[src/sv/zbs_pkg.sv]
// package: shared types and constants of the zero bit stuffing codec
package zbs_pkg;

  // results one input byte can cause at most (two full bytes plus a flush)
  localparam int unsigned MAX_RES = 3;
  // entries of the queue between front and back
  localparam int unsigned Q_DEPTH = 2;

  typedef enum logic {
    MODE_STUFF   = 1'b0,
    MODE_UNSTUFF = 1'b1
  } mode_t;

  // results of one accepted byte, ready for the back end
  typedef struct packed {
    logic [MAX_RES-1:0][7:0] res_byte;
    logic [MAX_RES-1:0]      res_bv;
    logic [1:0]              num;
    logic                    last;
    logic                    err;
  } entry_t;

  // front to queue
  typedef struct packed {
    logic   push;
    entry_t ent;
  } q_wr_t;

  // queue head to back
  typedef struct packed {
    logic   valid;
    entry_t ent;
  } q_rd_t;

endpackage

[src/sv/zbs_if.sv]
// interfaces: input, result and configuration channels of the codec
interface zbs_in_if;
  logic       valid;
  logic       ready;
  logic [7:0] data_byte;
  logic       last_byte;

  modport source (output valid, output data_byte, output last_byte, input ready);
  modport sink (input valid, input data_byte, input last_byte, output ready);
endinterface

interface zbs_out_if;
  logic       valid;
  logic       ready;
  logic [7:0] out_byte;
  logic       byte_valid;
  logic       out_last;
  logic       stuff_error;

  modport source (output valid, output out_byte, output byte_valid, output out_last,
                  output stuff_error, input ready);
  modport sink (input valid, input out_byte, input byte_valid, input out_last,
                input stuff_error, output ready);
endinterface

interface zbs_cfg_if;
  logic valid;
  logic ready;
  logic mode;

  modport source (output valid, output mode, input ready);
  modport sink (input valid, input mode, output ready);
endinterface

[src/sv/zbs_front.sv]
// front end: takes bytes, runs the bit stuffer state and packs the results
module zbs_front #(
  parameter int unsigned RUN_LIMIT = 5
) (
  input  logic          clk,
  input  logic          rst_n,
  zbs_in_if.sink        in_ch,
  zbs_cfg_if.sink       cfg_ch,
  input  logic          q_full,
  output zbs_pkg::q_wr_t q_wr
);
  import zbs_pkg::*;

  localparam logic [2:0] RunMax = 3'(RUN_LIMIT);

  typedef struct packed {
    logic [7:0]      pbits;
    logic [2:0]      pcnt;
    logic [1:0]      nfull;
    logic [1:0][7:0] full;
  } pack_acc_t;

  mode_t      mode_r;
  logic [2:0] run_r;
  logic       drop_r;
  logic [7:0] pbits_r;
  logic [2:0] pcnt_r;
  logic       err_r;

  pack_acc_t  acc_c;
  logic [2:0] run_c;
  logic       drop_c;
  logic       err_c;
  logic       bit_c;
  entry_t     ent_c;
  logic       take;

  function automatic pack_acc_t put_bit(pack_acc_t a, logic b);
    pack_acc_t r;
    r = a;
    r.pbits[3'd7 - a.pcnt] = b;
    if (a.pcnt == 3'd7) begin
      if (a.nfull != 2'd2) begin
        r.full[a.nfull[0]] = r.pbits;
        r.nfull = a.nfull + 2'd1;
      end
      r.pbits = '0;
      r.pcnt  = '0;
    end else begin
      r.pcnt = a.pcnt + 3'd1;
    end
    return r;
  endfunction

  function automatic logic [2:0] bump(logic [2:0] run);
    return (run == 3'd7) ? run : run + 3'd1;
  endfunction

  assign cfg_ch.ready = 1'b1;
  assign in_ch.ready  = !q_full;
  assign take         = in_ch.valid && !q_full;

  // walk the eight bits msb first
  always_comb begin
    acc_c  = '{pbits: pbits_r, pcnt: pcnt_r, nfull: 2'd0, full: '0};
    run_c  = run_r;
    drop_c = drop_r;
    err_c  = err_r;
    bit_c  = 1'b0;
    for (int i = 0; i < 8; i++) begin
      bit_c = in_ch.data_byte[3'(7 - i)];
      if (!err_c) begin
        if (mode_r == MODE_STUFF) begin
          if (bit_c) begin
            run_c = bump(run_c);
            acc_c = put_bit(acc_c, 1'b1);
            if (run_c >= RunMax) begin
              acc_c = put_bit(acc_c, 1'b0);
              run_c = '0;
            end
          end else begin
            run_c = '0;
            acc_c = put_bit(acc_c, 1'b0);
          end
        end else if (bit_c && drop_c) begin
          // a one where a stuffed zero belongs
          err_c       = 1'b1;
          acc_c.pbits = '0;
          acc_c.pcnt  = '0;
          drop_c      = 1'b0;
          run_c       = '0;
        end else begin
          if (bit_c) begin
            run_c = bump(run_c);
            acc_c = put_bit(acc_c, 1'b1);
          end else begin
            run_c = '0;
            if (drop_c) begin
              drop_c = 1'b0;
            end else begin
              acc_c = put_bit(acc_c, 1'b0);
            end
          end
          if (run_c >= RunMax) begin
            drop_c = 1'b1;
          end
        end
      end
    end
  end

  // build the result list of this byte
  always_comb begin
    ent_c             = '0;
    ent_c.res_byte[0] = acc_c.full[0];
    ent_c.res_byte[1] = acc_c.full[1];
    ent_c.res_bv[0]   = (acc_c.nfull != 2'd0);
    ent_c.res_bv[1]   = (acc_c.nfull == 2'd2);
    ent_c.num         = acc_c.nfull;
    ent_c.last        = in_ch.last_byte;
    ent_c.err         = err_c;
    if (in_ch.last_byte) begin
      if (!err_c && acc_c.pcnt != 3'd0) begin
        ent_c.res_byte[acc_c.nfull] = acc_c.pbits;
        ent_c.res_bv[acc_c.nfull]   = 1'b1;
        ent_c.num                   = acc_c.nfull + 2'd1;
      end else if (acc_c.nfull == 2'd0) begin
        // empty end marker
        ent_c.num = 2'd1;
      end
    end
  end

  assign q_wr.push = take && (ent_c.num != 2'd0);
  assign q_wr.ent  = ent_c;

  always_ff @(posedge clk) begin
    if (!rst_n) begin
      mode_r  <= MODE_STUFF;
      run_r   <= '0;
      drop_r  <= 1'b0;
      pbits_r <= '0;
      pcnt_r  <= '0;
      err_r   <= 1'b0;
    end else begin
      if (cfg_ch.valid) begin
        mode_r <= mode_t'(cfg_ch.mode);
      end
      if (take) begin
        if (in_ch.last_byte) begin
          run_r   <= '0;
          drop_r  <= 1'b0;
          pbits_r <= '0;
          pcnt_r  <= '0;
          err_r   <= 1'b0;
        end else begin
          run_r   <= run_c;
          drop_r  <= drop_c;
          pbits_r <= acc_c.pbits;
          pcnt_r  <= acc_c.pcnt;
          err_r   <= err_c;
        end
      end
    end
  end

endmodule

[src/sv/zbs_queue.sv]
// queue: short register fifo of result lists between front and back
module zbs_queue (
  input  logic           clk,
  input  logic           rst_n,
  input  zbs_pkg::q_wr_t q_wr,
  output logic           q_full,
  input  logic           pop,
  output zbs_pkg::q_rd_t q_rd
);
  import zbs_pkg::*;

  localparam int unsigned PtrW = $clog2(Q_DEPTH);
  localparam int unsigned CntW = $clog2(Q_DEPTH + 1);
  localparam logic [PtrW-1:0] PtrLast = PtrW'(Q_DEPTH - 1);
  localparam logic [CntW-1:0] CntFull = CntW'(Q_DEPTH);

  entry_t          mem_r [Q_DEPTH];
  logic [PtrW-1:0] wptr_r, wptr_nxt;
  logic [PtrW-1:0] rptr_r, rptr_nxt;
  logic [CntW-1:0] count_r, count_nxt;

  assign q_full     = (count_r == CntFull);
  assign q_rd.valid = (count_r != '0);
  assign q_rd.ent   = mem_r[rptr_r];

  always_comb begin
    wptr_nxt  = wptr_r;
    rptr_nxt  = rptr_r;
    count_nxt = count_r;
    if (q_wr.push) begin
      wptr_nxt = (wptr_r == PtrLast) ? '0 : wptr_r + PtrW'(1);
    end
    if (pop) begin
      rptr_nxt = (rptr_r == PtrLast) ? '0 : rptr_r + PtrW'(1);
    end
    if (q_wr.push && !pop) begin
      count_nxt = count_r + CntW'(1);
    end else if (pop && !q_wr.push) begin
      count_nxt = count_r - CntW'(1);
    end
  end

  always_ff @(posedge clk) begin
    if (!rst_n) begin
      wptr_r  <= '0;
      rptr_r  <= '0;
      count_r <= '0;
    end else begin
      wptr_r  <= wptr_nxt;
      rptr_r  <= rptr_nxt;
      count_r <= count_nxt;
    end
  end

  always_ff @(posedge clk) begin
    if (q_wr.push) begin
      mem_r[wptr_r] <= q_wr.ent;
    end
  end

  a_count_bound: assert property (@(posedge clk) disable iff (!rst_n)
    count_r <= CntFull)
    else $error("queue count beyond depth");

  a_no_push_full: assert property (@(posedge clk) disable iff (!rst_n)
    q_wr.push |-> !q_full)
    else $error("push into full queue");

  a_no_pop_empty: assert property (@(posedge clk) disable iff (!rst_n)
    pop |-> count_r != '0)
    else $error("pop from empty queue");

  a_push_only_counts: assert property (@(posedge clk) disable iff (!rst_n)
    (q_wr.push && !pop) |=> count_r == $past(count_r) + CntW'(1))
    else $error("push not counted");

endmodule

[src/sv/zbs_back.sv]
// back end: hands out the results of the queue head one request at a time
module zbs_back (
  input  logic           clk,
  input  logic           rst_n,
  input  zbs_pkg::q_rd_t q_rd,
  output logic           pop,
  zbs_out_if.source      out_ch
);
  import zbs_pkg::*;

  logic [1:0] idx_r, idx_nxt;
  logic       final_c;
  logic       fire;

  assign final_c = (idx_r == q_rd.ent.num - 2'd1);
  assign fire    = q_rd.valid && out_ch.ready;
  assign pop     = fire && final_c;

  assign out_ch.valid       = q_rd.valid;
  assign out_ch.out_byte    = q_rd.ent.res_byte[idx_r];
  assign out_ch.byte_valid  = q_rd.ent.res_bv[idx_r];
  assign out_ch.out_last    = q_rd.ent.last && final_c;
  assign out_ch.stuff_error = q_rd.ent.err;

  always_comb begin
    idx_nxt = idx_r;
    if (fire) begin
      idx_nxt = final_c ? 2'd0 : idx_r + 2'd1;
    end
  end

  always_ff @(posedge clk) begin
    if (!rst_n) begin
      idx_r <= '0;
    end else begin
      idx_r <= idx_nxt;
    end
  end

endmodule

[src/sv/zero_bit_stuff_codec.sv]
// top level: zero bit stuffing codec, front end, queue and back end
//
// in_ch takes one byte of a block per request, bits read msb first, last_byte
// marks the end of the block. cfg_ch writes mode (0 stuff, 1 unstuff and
// check); it is always ready, and the user must write it only while the
// block is idle: the block does not enforce this. out_ch gives packed bytes
// msb first; the flush at block end is zero padded and flagged out_last, an
// empty end marker has byte_valid low. the results of a byte are registered
// in the queue and offered from its head. throughput: one byte per cycle
// while each byte yields at most one result and out_ch is ready; a byte that
// yields two or three results holds the single output port until each is
// taken, and the two entry queue then fills and drops in_ch.ready. when the
// receiver stalls out_ch, results wait in the queue and the front keeps
// taking bytes until the queue is full. reset (rst_n low, synchronous) clears
// the queue, the run state, the packing state and sets mode to stuff.
module zero_bit_stuff_codec #(
  parameter int unsigned RUN_LIMIT = 5
) (
  input  logic       clk,
  input  logic       rst_n,
  zbs_in_if.sink     in_ch,
  zbs_out_if.source  out_ch,
  zbs_cfg_if.sink    cfg_ch
);
  import zbs_pkg::*;

  // front to queue write side, queue head to back
  q_wr_t q_wr;
  q_rd_t q_rd;
  logic  q_full;
  logic  pop;

  // bit stuffer state and packing, one byte per request
  zbs_front #(
    .RUN_LIMIT (RUN_LIMIT)
  ) u_front (
    .clk    (clk),
    .rst_n  (rst_n),
    .in_ch  (in_ch),
    .cfg_ch (cfg_ch),
    .q_full (q_full),
    .q_wr   (q_wr)
  );

  // decouples the two sides so each can stall on its own
  zbs_queue u_queue (
    .clk    (clk),
    .rst_n  (rst_n),
    .q_wr   (q_wr),
    .q_full (q_full),
    .pop    (pop),
    .q_rd   (q_rd)
  );

  // one result per output request, pops the entry after its final result
  zbs_back u_back (
    .clk    (clk),
    .rst_n  (rst_n),
    .q_rd   (q_rd),
    .pop    (pop),
    .out_ch (out_ch)
  );

endmodule
[src/flat_wrapper.sv]
// flat-port wrapper written by rule: the top's interface ports become plain ports
module zero_bit_stuff_codec_flat import zbs_pkg::*;
#(
  parameter int unsigned RUN_LIMIT = 5
)
  (clk, rst_n, in_ch_valid, in_ch_data_byte, in_ch_last_byte, in_ch_ready, out_ch_valid, out_ch_out_byte, out_ch_byte_valid, out_ch_out_last, out_ch_stuff_error, out_ch_ready, cfg_ch_valid, cfg_ch_mode, cfg_ch_ready);
  zbs_in_if in_ch_i ();
  zbs_out_if out_ch_i ();
  zbs_cfg_if cfg_ch_i ();
  input  logic clk;
  input  logic rst_n;
  input wire logic [$bits(in_ch_i.valid)-1:0] in_ch_valid;
  input wire logic [$bits(in_ch_i.data_byte)-1:0] in_ch_data_byte;
  input wire logic [$bits(in_ch_i.last_byte)-1:0] in_ch_last_byte;
  output wire logic [$bits(in_ch_i.ready)-1:0] in_ch_ready;
  output wire logic [$bits(out_ch_i.valid)-1:0] out_ch_valid;
  output wire logic [$bits(out_ch_i.out_byte)-1:0] out_ch_out_byte;
  output wire logic [$bits(out_ch_i.byte_valid)-1:0] out_ch_byte_valid;
  output wire logic [$bits(out_ch_i.out_last)-1:0] out_ch_out_last;
  output wire logic [$bits(out_ch_i.stuff_error)-1:0] out_ch_stuff_error;
  input wire logic [$bits(out_ch_i.ready)-1:0] out_ch_ready;
  input wire logic [$bits(cfg_ch_i.valid)-1:0] cfg_ch_valid;
  input wire logic [$bits(cfg_ch_i.mode)-1:0] cfg_ch_mode;
  output wire logic [$bits(cfg_ch_i.ready)-1:0] cfg_ch_ready;
  assign in_ch_i.valid = in_ch_valid;
  assign in_ch_i.data_byte = in_ch_data_byte;
  assign in_ch_i.last_byte = in_ch_last_byte;
  assign in_ch_ready = in_ch_i.ready;
  assign out_ch_valid = out_ch_i.valid;
  assign out_ch_out_byte = out_ch_i.out_byte;
  assign out_ch_byte_valid = out_ch_i.byte_valid;
  assign out_ch_out_last = out_ch_i.out_last;
  assign out_ch_stuff_error = out_ch_i.stuff_error;
  assign out_ch_i.ready = out_ch_ready;
  assign cfg_ch_i.valid = cfg_ch_valid;
  assign cfg_ch_i.mode = cfg_ch_mode;
  assign cfg_ch_ready = cfg_ch_i.ready;
  zero_bit_stuff_codec #(.RUN_LIMIT(RUN_LIMIT)) u_core (.clk(clk), .rst_n(rst_n), .in_ch(in_ch_i), .out_ch(out_ch_i), .cfg_ch(cfg_ch_i));
endmodule
[config.mk]
export PLATFORM = sky130hd
export DESIGN_NAME = zero_bit_stuff_codec_flat
export DESIGN_NICKNAME = d
export VERILOG_FILES = /design/src/sv/zbs_pkg.sv /design/src/sv/zbs_if.sv /design/src/sv/zbs_front.sv /design/src/sv/zbs_queue.sv /design/src/sv/zbs_back.sv /design/src/sv/zero_bit_stuff_codec.sv /design/src/flat_wrapper.sv
export SDC_FILE = /design/constraint.sdc
export NUM_CORES = 1
export LEC_CHECK = 0
export BUFFER_PORTS_ARGS = -buffer_cell sky130_fd_sc_hd__buf_2
export CORE_ASPECT_RATIO = 2
export CORE_MARGIN = 1.5
export CORE_UTILIZATION = 50
export DETAILED_ROUTE_END_ITERATION = 8
export PLACE_DENSITY = 0.66
export SYNTH_ARGS = -nofsm -noshare
export SYNTH_HDL_FRONTEND = slang
export SYNTH_SLANG_ARGS = --single-unit
[constraint.sdc]
create_clock -name clk -period 13.8 [get_ports clk]
set_input_delay 1.38 -clock clk [delete_from_list [all_inputs] [get_ports clk]]
set_output_delay 1.38 -clock clk [all_outputs]
set_load 0.01 [all_outputs]
==> flow_summary.toml, run 1 <==
[placement]
dp_slack_ns = 1.07
hpwl_um = 53900
portBuffers = 23
gp_congestion = 1.15
placed_cell_area_um2 = 12400

[grt]
overflow = 381
grt_pass1_wl_um = 134000
grt_util_all_layers_pct = 69.4
grt_max_degree = 51
grt_pass1_vias = 17300

[synthesis]
ys_ff_latch = 86
postSynthCellCount = 1638
avgSynthCellArea_um2 = 7.27
async_flop_share_pct = 0
synth-edff-count = 62
syn-num-nets = 1707
synth-seq-area-share_pct = 19.7
synth_flop_cell = "edfxtp_1"
syn_area_um2 = 11900
yosysWarnings = 0
synth_cell_types = 100

[floorplanning]
initial_utilization_pct = 51.1
die-height_um = 221
rows = 79
die_w_um = 112
pin_count = 29

[outcome]
status = "stopped before the end"
lastStage = "5_1_grt"
error = "[ERROR GRT-0116] Global routing finished with congestion. Check the congestion regions in the DRC Viewer."

[cts]
h-tree-depth = 3
cts_buffers = 9
clockBufferDepth = 2
cts.sinks = 86
cts_setup_buffers = 0
root_buffer = "clkbuf_16"
cts-resized-gates = 0
ctsHoldBuffers = 0
cell families after synthesis:
group / share of synthesized area, %
buffers and inverters: 6.04
XOR/XNOR: 0.630
adder cells (fa/ha/maj): 5.67
multiplexers: 4.99
AND/OR/NAND/NOR: 27.0
other: 0.0315
flip-flops: 19.7
AO/OA/AOI/OAI: 36.0
Yosys cell counts (all sizes together), types with 10 or more instances:
master / number / share of area (%)
ha: 54 / 5.7
o311ai: 19 / 1.5
nor4: 13 / 0.68
nor2: 140 / 4.4
o21ai: 113 / 4.8
o211ai: 35 / 2.2
nor3: 58 / 2.4
and3: 13 / 0.68
o22ai: 28 / 1.5
o21a: 12 / 0.76
a211oi: 36 / 2.4
a31oi: 43 / 2.3
or3: 12 / 0.63
dfxtp: 24 / 4.0
nand3: 56 / 2.4
a22oi: 12 / 0.76
buf: 34 / 1.5
a21o: 16 / 1.0
nand2b: 36 / 2.0
a2111oi: 16 / 1.6
nand2: 174 / 5.5
o31ai: 31 / 2.0
or2: 17 / 0.89
clkbuf: 75 / 2.4
a32oi: 10 / 0.74
nor2b: 29 / 1.5
a221oi: 11 / 0.81
edfxtp: 62 / 16
a21boi: 11 / 0.72
a21oi: 133 / 5.6
nand4: 17 / 0.89
inv: 70 / 2.2
mux2i: 30 / 2.6
and2: 36 / 1.9
per-stage QoR:
stage	std cells	hold WS, ns
after floorplan	1638	0.473
after global placement	1891	0.492
after detailed placement	1891	0.543
after CTS	1907	0.559
metal layers:
| layer | GRT overflow | global-route usage, % |
|---|---|---|
| met1 | 0 | 66.3 |
| met2 | 268 | 93.5 |
| met3 | 2 | 47.5 |
| met4 | 111 | 70.6 |
| met5 | 0 | 14.9 |
==> inputs of run 2 (changes only) <==
Settings changed: CORE_ASPECT_RATIO 2 to not set, CORE_UTILIZATION 50 to 35, PLACE_DENSITY 0.66 to not set, PLACE_DENSITY_LB_ADDON set to 0.15.
==> run 2 against run 1 <==
  * Area after synthesis unchanged
  * Synthesized cell count unchanged
  * The flow now finishes without violations
==> flow_summary.toml, run 2 <==
[min_path]
hold_class = "register to register"
hold_depth = 2

[cells_and_area]
fin_nets = 1694
largest_register = "u_core.u_queue.mem_r"
final_cell_mix = "174 x nand2_1, 138 x nor2_1, 132 x a21oi_1"
largest_register_ffs = 62
layout-drive-gt1-share_pct = 10.7
final_common_cell = "nand2_1"
area.growth.synth_to_final_pct = 8.44
reg.largest.list = "u_core.u_queue.mem_r: 62 flops, u_core.u_front.pbits_r: 8 flops"

[floorplanning]
rows = 67
design.core.area_um2 = 33500
die-height_um = 188
pin_count = 29
dieArea_um2 = 35200
initial_utilization_pct = 35.5
die_w_um = 188

[pwr]
power_density_nw_per_um2 = 302
peakVddDrop_mv = 0.139
leakagePower_uw = 0.00476

[synthesis]
synth_top_area_cell = "edfxtp_1"
ys_ff_latch = 86
synth_most_common_cell = "nand2_1"
synth_cell_types = 100
syn_area_um2 = 11900
avgSynthCellArea_um2 = 7.27
synth.top_cells.by_count = "174 x nand2_1, 140 x nor2_1, 132 x a21oi_1, 106 x o21ai_0, 75 x clkbuf_1"
postSynthCellCount = 1638
yosysWarnings = 0
synth-seq-area-share_pct = 19.7
async_flop_share_pct = 0
synth_top_area_share_pct = 15.6
synth-edff-count = 62
syn-num-nets = 1707
synth_flop_cell = "edfxtp_1"
ys_top_cells_by_area = "edfxtp_1 16%, ha_1 5.7%, a21oi_1 5.5%, nand2_1 5.5%, o21ai_0 4.5%"

[timing]
max_slew.worst_pin.slew_ns = 1.41
setup_tns_ns = 0
slew_viol_final = 0
setup_viol = 0
grt_setup_unrepaired = "false"
hold_violations = 0
fin_crit_ns = 12.68
post-route-period-util_pct = 91.9
slew_headroom_pct = 5.05
worst_slack_ns = 1.12
fmax_mhz = 78.9
worst_clock_skew_ns = 0.0138

[setup_path]
crit_type = "register to register"
reg2regPathDepth = 50
arrival_ns = 12.94
critPathTopFamily = "adder cells"
cp.buffers_inverters = 9
critPathRequiredTime_ns = 14.06
rrSetupSlack_ns = 1.12
crit_cells = 50
crit_top_cell = "ha_1"
critical_path.max_stage_delay_ns = 0.68
crit_slowest_cell = "a2111oi_2"
start_kind = "register"
path_max_fanout = 14
cp-end-kind = "register"

[detailed_routing]
route.detailed.drc = 0
wl_um = 59400
vias_per_cell = 6.81
wl_per_cell_um = 28.6
drt_iter0_drc = 1928
postRouteAntennaNets = 0
drt_pre_antenna_iters = 6
num_vias = 14200

[cts]
clockBufferDepth = 2
clk_latency_ns = 0.34
h-tree-depth = 3
ctsHoldBuffers = 0
cts.sinks = 86
cts_tree = "built"
cts_buffers = 9
root_buffer = "clkbuf_16"
clk_pin_slew_worst_paths_ns = 0.07

[grt]
grt_util_all_layers_pct = 32.8
grt_max_degree = 58
antenna_found_initial = 4
grt_pass1_wl_um = 87100
overflow = 0
grt_pass1_vias = 13100

[outcome]
status = "finished clean"

[placement]
gp_congestion = 1.01
dp_slack_ns = 1.01
hpwl_um = 46600
portBuffers = 23

[flow_run]
maxCapViolCount = 0
-- run 2: cell counts after synthesis --
Identical to the previous run, type by type.
-- run 2: cells by family (layout without fill, tap and decap cells) --
kind of cell,count (synthesis),after routing,synth area share [%]
AND/OR/NAND/NOR,645,645,27.0
AO/OA/AOI/OAI,620,620,36.0
buffers and inverters,179,171,6.04
flip-flops,86,86,19.7
adder cells (fa/ha/maj),54,54,5.67
multiplexers,46,46,4.99
XOR/XNOR,7,7,0.630
other,1,2,0.0315
-- run 2: worst paths after layout --
kind                                                        startpoint                                     end
worst max register to register   u_core.u_front.pcnt_r[1]$_SDFFE_PN0P_  u_core.u_queue.count_r[1]$_SDFFE_PN0P_
worst min-delay path            u_core.u_queue.count_r[1]$_SDFFE_PN0P_  u_core.u_queue.count_r[1]$_SDFFE_PN0P_
worst max-delay path             u_core.u_front.pcnt_r[1]$_SDFFE_PN0P_  u_core.u_queue.count_r[1]$_SDFFE_PN0P_
worst min register to register  u_core.u_queue.count_r[1]$_SDFFE_PN0P_  u_core.u_queue.count_r[1]$_SDFFE_PN0P_
-- run 2: metal layers --
layer  global-route usage [%]  share of wire (%)
met4                     14.6                5.0
met2                     51.7                 44
met5                        0              0.042
met1                     43.7                 41
met3                     6.01                9.6
-- run 2: repair_timing --
action,CTS,global route
setup buffers,0,0
resized for setup,0,1
endpoints found under the setup margin,0,1
-- run 2: worst reg2reg max path: cells and delay by family, from the launching register on --
kind	cells	cell delay (ns)
adder cells (fa/ha/maj)	16	4.49
AO/OA/AOI/OAI	11	3.61
AND/OR/NAND/NOR	12	2.09
buffers and inverters	9	1.48
multiplexers	2	0.60
flip-flops	1	0.30
-- run 2: metrics by stage --
stage               hold WS (ns)  total power [µW]  utilization, %  cell area, µm²  instances
finish                     0.534              3900            38.5           12900       2079
global route               0.578              4140            38.5           12900       2079
CTS                        0.538              3810            38.5           12900       2078
detailed placement         0.531              3560            37.6           12600       2062
global placement           0.488              3560            37.6           12600       2062
floorplan                  0.473              2450               -           11900       1638
-- run 2: final cells by class --
| type | instances | area [µm²] |
|---|---|---|
| Clock buffer | 9 | 225 |
| Sequential cell | 86 | 2350 |
| Timing Repair Buffer | 85 | 581 |
| Multi-Input combinational cell | 1373 | 8870 |
| Fill cell | 3667 | 20600 |
| Inverter | 70 | 263 |
| Tap cell | 448 | 561 |
| Antenna cell | 1 | 2.50 |
| Clock inverter | 7 | 73.8 |
-- run 2: where the power goes --
| part | switching, µW | internal, µW |
|---|---|---|
| sequential | 36.5 | 486 |
| clock | 109 | 128 |
| combinational | 2150 | 987 |
| total | 2300 | 1600 |
Note: power is estimated with default switching activity, not from simulation.
==> inputs of run 3 (changes only) <==
Clock period 13.8 ns to 10.2 ns, I/O delays scaled along.
==> run 3 against run 2 <==
  * Global-route usage up 1.9 points
  * Hold slack worse by 0.012 ns
  * Routed wire length up 5.2%
  * Fmax up 30%
  * Highest routed layer is now met4
  * Count of clock-buffer cells in the layout unchanged
  * First-iteration DRC count up 1.7%
  * Largest power group unchanged
  * Combinational power up 49%
  * Register-to-register slack worse by 0.66 ns
==> flow_summary.toml, run 3 (synthesized netlist as in run 2, its figures left out) <==
[setup_path]
r2r-start = "u_core.u_front.pcnt_r[0]$_SDFFE_PN0P_"
arrival_ns = 10.01
crit_slowest_cell = "or4_1"
rrSetupSlack_ns = 0.45
start_kind = "register"
timing.rr.end = "u_core.u_queue.count_r[1]$_SDFFE_PN0P_"
crit_top_cell = "ha_1"
critPathRequiredTime_ns = 10.47
cp-end-kind = "register"
critical_path.max_stage_delay_ns = 0.51
path_max_fanout = 9
crit_type = "register to register"
reg2regPathDepth = 49

[pwr]
peakVddDrop_mv = 0.185
leakagePower_uw = 0.00506
power_density_nw_per_um2 = 421

[floorplanning]
rows = 67
design.core.area_um2 = 33500
die_w_um = 188
dieArea_um2 = 35200
pin_count = 29
initial_utilization_pct = 35.5
die-height_um = 188

[timing]
slew_viol_final = 0
slew_headroom_pct = 18.8
setup_tns_ns = 0
worst_clock_skew_ns = 0.0126
fin_crit_ns = 9.75
max_slew.worst_pin.slew_ns = 1.21
setup_viol = 0
hold_violations = 0
post-route-period-util_pct = 95.5
fmax_mhz = 103

[cts]
ctsHoldBuffers = 0
cts_buffers = 9
clockBufferDepth = 2
clk_pin_slew_worst_paths_ns = 0.07
h-tree-depth = 3
cts.sinks = 86
clk_latency_ns = 0.34
cts_tree = "built"
root_buffer = "clkbuf_16"

[detailed_routing]
wl_per_cell_um = 29.2
drt_pre_antenna_iters = 6
vias_per_cell = 6.74
wl_um = 62500
drt_iter0_drc = 1961
route.detailed.drc = 0
postRouteAntennaNets = 0
num_vias = 14400

[min_path]
hold_depth = 2
hp-start = "u_core.u_queue.count_r[1]$_SDFFE_PN0P_"
hold_class = "register to register"
hold_end = "u_core.u_queue.count_r[1]$_SDFFE_PN0P_"

[cells_and_area]
reg.largest.list = "u_core.u_queue.mem_r: 62 flops, u_core.u_front.pbits_r: 8 flops"
layout-drive-gt1-share_pct = 15.2
n_fill_cell = 3630
final_common_cell = "nand2_1"
postLayoutCoreUtil_pct = 40.3
largest_register_ffs = 62
area.growth.synth_to_final_pct = 13.3
largest_register = "u_core.u_queue.mem_r"
final_area_um2 = 13500
final_cell_mix = "172 x nand2_1, 134 x nor2_1, 131 x a21oi_1"
fin_nets = 1753

[grt]
use_met3_pct = 4.10
grt_pass1_vias = 13300
grtUsageMet1_pct = 47.4
grt_util_all_layers_pct = 34.7
grt_pass1_wl_um = 91000
overflow = 0
antenna_found_initial = 1
grt.met2_usage_pct = 56.2
busiest_layer = "met2"
grt_max_degree = 46

[placement]
portBuffers = 23
gp_congestion = 1.04
placed_cell_area_um2 = 13100
hpwl_um = 49400

[flow_run]
maxCapViolCount = 0

[outcome]
status = "finished clean"
[run 3: changes by cell type in the layout (fill, tap and decap cells not counted), sizes merged]
cell / previous run / this run
inv: 74 / 72
clkinvlp: 0 / 2
buf: 85 / 144
diode: 1 / 2
[run 3: final cells by class]
cell class / count / area [µm²] / share of cell area (%)
antenna: 2 / 5.00 / 0.0371
timing repair buffer: 144 / 1050 / 7.76
tap: 448 / 561 / 4.15
multi-input combinational: 1373 / 9000 / 66.6
inverter: 70 / 263 / 1.95
clock inverter: 7 / 56.3 / 0.417
sequential: 86 / 2350 / 17.4
clock buffer: 9 / 225 / 1.67
[run 3: worst max path at each step]
stage               slack (ns)                                      to  cells past startpoint                                   from
floorplan                0.005  u_core.u_queue.count_r[1]$_SDFFE_PN0P_                     56      u_core.u_front.err_r$_SDFFE_PN0P_
global placement          0.16  u_core.u_queue.count_r[1]$_SDFFE_PN0P_                     53  u_core.u_front.pcnt_r[0]$_SDFFE_PN0P_
detailed placement        0.02  u_core.u_queue.count_r[1]$_SDFFE_PN0P_                     53  u_core.u_front.pcnt_r[0]$_SDFFE_PN0P_
CTS                       0.02  u_core.u_queue.count_r[1]$_SDFFE_PN0P_                     52  u_core.u_front.pcnt_r[0]$_SDFFE_PN0P_
global route             -0.06  u_core.u_queue.count_r[1]$_SDFFE_PN0P_                     58  u_core.u_front.pcnt_r[0]$_SDFFE_PN0P_
finish                    0.45  u_core.u_queue.count_r[1]$_SDFFE_PN0P_                     49  u_core.u_front.pcnt_r[0]$_SDFFE_PN0P_
[run 3: per-stage QoR]
stage / instances / power [µW] / worst slack [ns] / hold slack, ns
after floorplan: 1638 / 3400 / 0.00517 / 0.473
after global placement: 2113 / 5160 / 0.158 / 0.496
after detailed placement: 2113 / 5140 / 0.0203 / 0.521
after CTS: 2129 / 5470 / 0.0180 / 0.529
after global routing: 2138 / 6030 / -0.0641 / 0.580
final: 2139 / 5690 / 0.455 / 0.522
[run 3: layer usage]
layer	wire length, µm	up-vias
met3	5580	132
li1	-	6396
met1	26400	7038
met5	0	-
met4	2340	0
met2	28200	842
[run 3: timing repair]
action	in CTS	in global routing
gates resized for setup	1	15
setup buffers	0	8
pin swaps	1	4
gates cloned	0	0
setup endpoints to repair	1	95
[run 3: report_power, final]
part,internal [µW],switching (µW)
clock,168,142
sequential,656,51.3
combinational,1630,3040
total,2450,3240
[run 3: critical path: cells and delay by family (launching register included)]
family | cells | cell delay [ns]
adders and majority gates | 16 | 4.31
buffers and inverters | 9 | 0.81
muxes | 3 | 0.46
AOI/OAI and AO/OA | 10 | 1.83
DFF | 1 | 0.32
and+or+nand+nor | 11 | 1.92
==> inputs of run 4 (changes only) <==
Settings changed: SYNTH_HIERARCHICAL set to 1.
==> run 4 against run 3 <==
  * The run now ends with DRC left
  * Routed wire length is 5.2% lower
  * Area after synthesis grew 2.1%
  * Non-clock buffer count down 16
  * Combinational power decreased by 10%
  * Sequential share of layout area decreased by 0.15 points
  * Setup slack worse by 0.041 ns
  * Clock skew down 0.0068 ns
  * Power decreased by 8.5%
  * First-iteration DRC count up 13%
  * Cell area increased by 0.79%
  * Critical endpoint is now u_core/u_queue/count_r[1]$_SDFFE_PN0P_
  * Largest cell class unchanged
==> flow_summary.toml, run 4 <==
[flow_run]
maxCapViolCount = 0

[synthesis]
synth.top_cells.by_count = "194 x nand2_1, 146 x nor2_1, 123 x o21ai_0, 109 x a21oi_1, 74 x clkbuf_1"
synth_flop_cell = "edfxtp_1"
async_flop_share_pct = 0
ys_top_cells_by_area = "edfxtp_1 15%, nand2_1 6.0%, ha_1 5.2%, o21ai_0 5.1%, nor2_1 4.5%"
synth_top_area_cell = "edfxtp_1"
synth-seq-area-share_pct = 19.3
syn_area_um2 = 12200
synth-edff-count = 62
syn-num-nets = 1736
postSynthCellCount = 1670
avgSynthCellArea_um2 = 7.28
ys_ff_latch = 86
synth_most_common_cell = "nand2_1"
yosysWarnings = 6
synth_cell_types = 97
synth_top_area_share_pct = 15.3

[timing]
worst_slack_ns = 0.414
max_slew.worst_pin.slew_ns = 1.21
slew_headroom_pct = 18.3
post-route-period-util_pct = 95.9
slew_viol_final = 0
setup_tns_ns = 0
fmax_mhz = 102
worst_clock_skew_ns = 0.00580
hold_violations = 0
fin_crit_ns = 9.79
setup_viol = 0
hold_slack_ns = 0.511

[cts]
h-tree-depth = 3
cts.sinks = 86
clk_latency_ns = 0.33
clockBufferDepth = 2
cts_tree = "built"
ctsHoldBuffers = 0
clk_pin_slew_worst_paths_ns = 0.06
cts_buffers = 9
root_buffer = "clkbuf_16"

[cells_and_area]
n_fill_cell = 3674
final_common_cell = "nand2_1"
reg.largest.list = "u_core/u_queue/mem_r: 62 flops, u_core/u_front/pbits_r: 8 flops"
layout-drive-gt1-share_pct = 15.0
seqCellArea_um2 = 2350
multi_input_area_um2 = 9180
largest_register_ffs = 62
final_cell_mix = "194 x nand2_1, 146 x nor2_1, 122 x o21ai_0"
largest_register = "u_core/u_queue/mem_r"
fin_nets = 1759
area.growth.synth_to_final_pct = 11.9
diodes = 0
postLayoutCoreUtil_pct = 39.6

[floorplanning]
design.core.area_um2 = 34400
die-height_um = 189
initial_utilization_pct = 35.4
pin_count = 29
die_w_um = 189
dieArea_um2 = 35900
rows = 68

[pwr]
power_density_nw_per_um2 = 382
p_int_uw = 2320
leakagePower_uw = 0.00501
finalPower_uw = 5210
combinationalPowerShare_pct = 80.5
peakVddDrop_mv = 0.173
clockPowerShare_pct = 6.5
switching_share_pct = 55.5
p_switching_uw = 2890
power.share.sequential_pct = 13.1

[setup_path]
crit_slowest_cell = "or4_1"
startpoint = "u_core/u_front/pcnt_r[0]$_SDFFE_PN0P_"
arrival_ns = 10.05
crit_top_cell = "ha_1"
r2r-start = "u_core/u_front/pcnt_r[0]$_SDFFE_PN0P_"
crit_type = "register to register"
start_kind = "register"
path_max_fanout = 10
critical_path.max_stage_delay_ns = 0.63
cp-end-kind = "register"
critPathRequiredTime_ns = 10.46

[detailed_routing]
wl_um = 59300
drt_iter0_drc = 2210
route.detailed.drc = 6
postRouteAntennaNets = 0
drt_pre_antenna_iters = 9
num_vias = 14600
wl_per_cell_um = 27.5
vias_per_cell = 6.79

[grt]
overflow = 0
antenna_found_initial = 1
grt_util_all_layers_pct = 32.3
grt_pass1_vias = 13600
grt_pass1_wl_um = 87900
grt_max_degree = 52

[outcome]
violations = "DRC"
status = "finished, violations left"

[placement]
gp_congestion = 1.06
hpwl_um = 46300
portBuffers = 23
dp_slack_ns = 0.299

[min_path]
hp-start = "u_core/u_queue/count_r[1]$_SDFFE_PN0P_"
hold_class = "register to register"
## run 4: changes by cell type after synthesis, sizes merged, moves of 10 or more
cell    change
mux2       +26
a21oi      -24
nand2      +20
o21ai      +15
o22ai      -12
or2        -12
o221ai     +10
o311ai     -10
## run 4: power groups by stage
| stage | registers (µW) | logic (µW) | clock network, µW |
|---|---|---|---|
| 6_report | 681 | 4190 | 336 |
| 4_1_cts | 682 | 3960 | 345 |
| 5_1_grt | 694 | 4460 | 356 |
| 3_5_place_dp | 689 | 3940 | 0 |
| 2_1_floorplan | 665 | 2530 | 0 |
| 3_3_place_gp | 683 | 3930 | 0 |
## run 4: critical path, delay by kind of cell, from the launching register on
| kind | cells | cell delay, ns |
|---|---|---|
| flops | 1 | 0.31 |
| compound gates | 14 | 2.79 |
| fa+ha+maj | 12 | 3.52 |
| simple gates | 11 | 2.34 |
| buf+inv | 5 | 0.71 |
## run 4: path summary, 6_finish.rpt
kind	endpoint	depth (start not counted)	slack [ns]
max	u_core/u_queue/count_r[1]$_SDFFE_PN0P_	42	0.41
min	u_core/u_queue/count_r[1]$_SDFFE_PN0P_	2	0.51
max reg2reg	u_core/u_queue/count_r[1]$_SDFFE_PN0P_	42	0.41
min reg2reg	u_core/u_queue/count_r[1]$_SDFFE_PN0P_	2	0.51
## run 4: cell type report
class | count | share of cell area [%]
inverter | 68 | 1.90
multi-input combinational | 1400 | 67.5
timing repair buffer | 128 | 6.85
sequential | 86 | 17.2
clock inverter | 4 | 0.165
clock buffer | 12 | 2.21
tap | 455 | 4.18
## run 4: cell families after synthesis
family | synth area share [%]
AOI/OAI and AO/OA | 37.7
xor gates and xnor gates | 0.576
adders and majority gates | 5.25
buffers and inverters | 6.44
DFF | 19.3
muxes | 4.95
other | 0.0308
and+or+nand+nor | 25.8
## run 4: per-layer routing
metal  GRT usage, %  part of all wire [%]  vias to the layer above
met5              0                     0                        -
met4           15.1                   5.2                        0
met3           5.21                    10                      163
met2           50.5                    44                      980
met1           43.4                    41                     6993
li1               -                     -                     6492
## run 4: per-stage QoR
step / cells / instance area [µm²]
2_1_floorplan: 1670 / 12200
3_3_place_gp: 2133 / 13200
3_5_place_dp: 2133 / 13200
4_1_cts: 2149 / 13500
5_1_grt: 2153 / 13600
6_report: 2153 / 13600
## run 4: repair_timing
action                                  4_1_cts  5_1_grt
buffers inserted                              0        4
endpoints found under the setup margin        0       99
resized for setup                             0       21
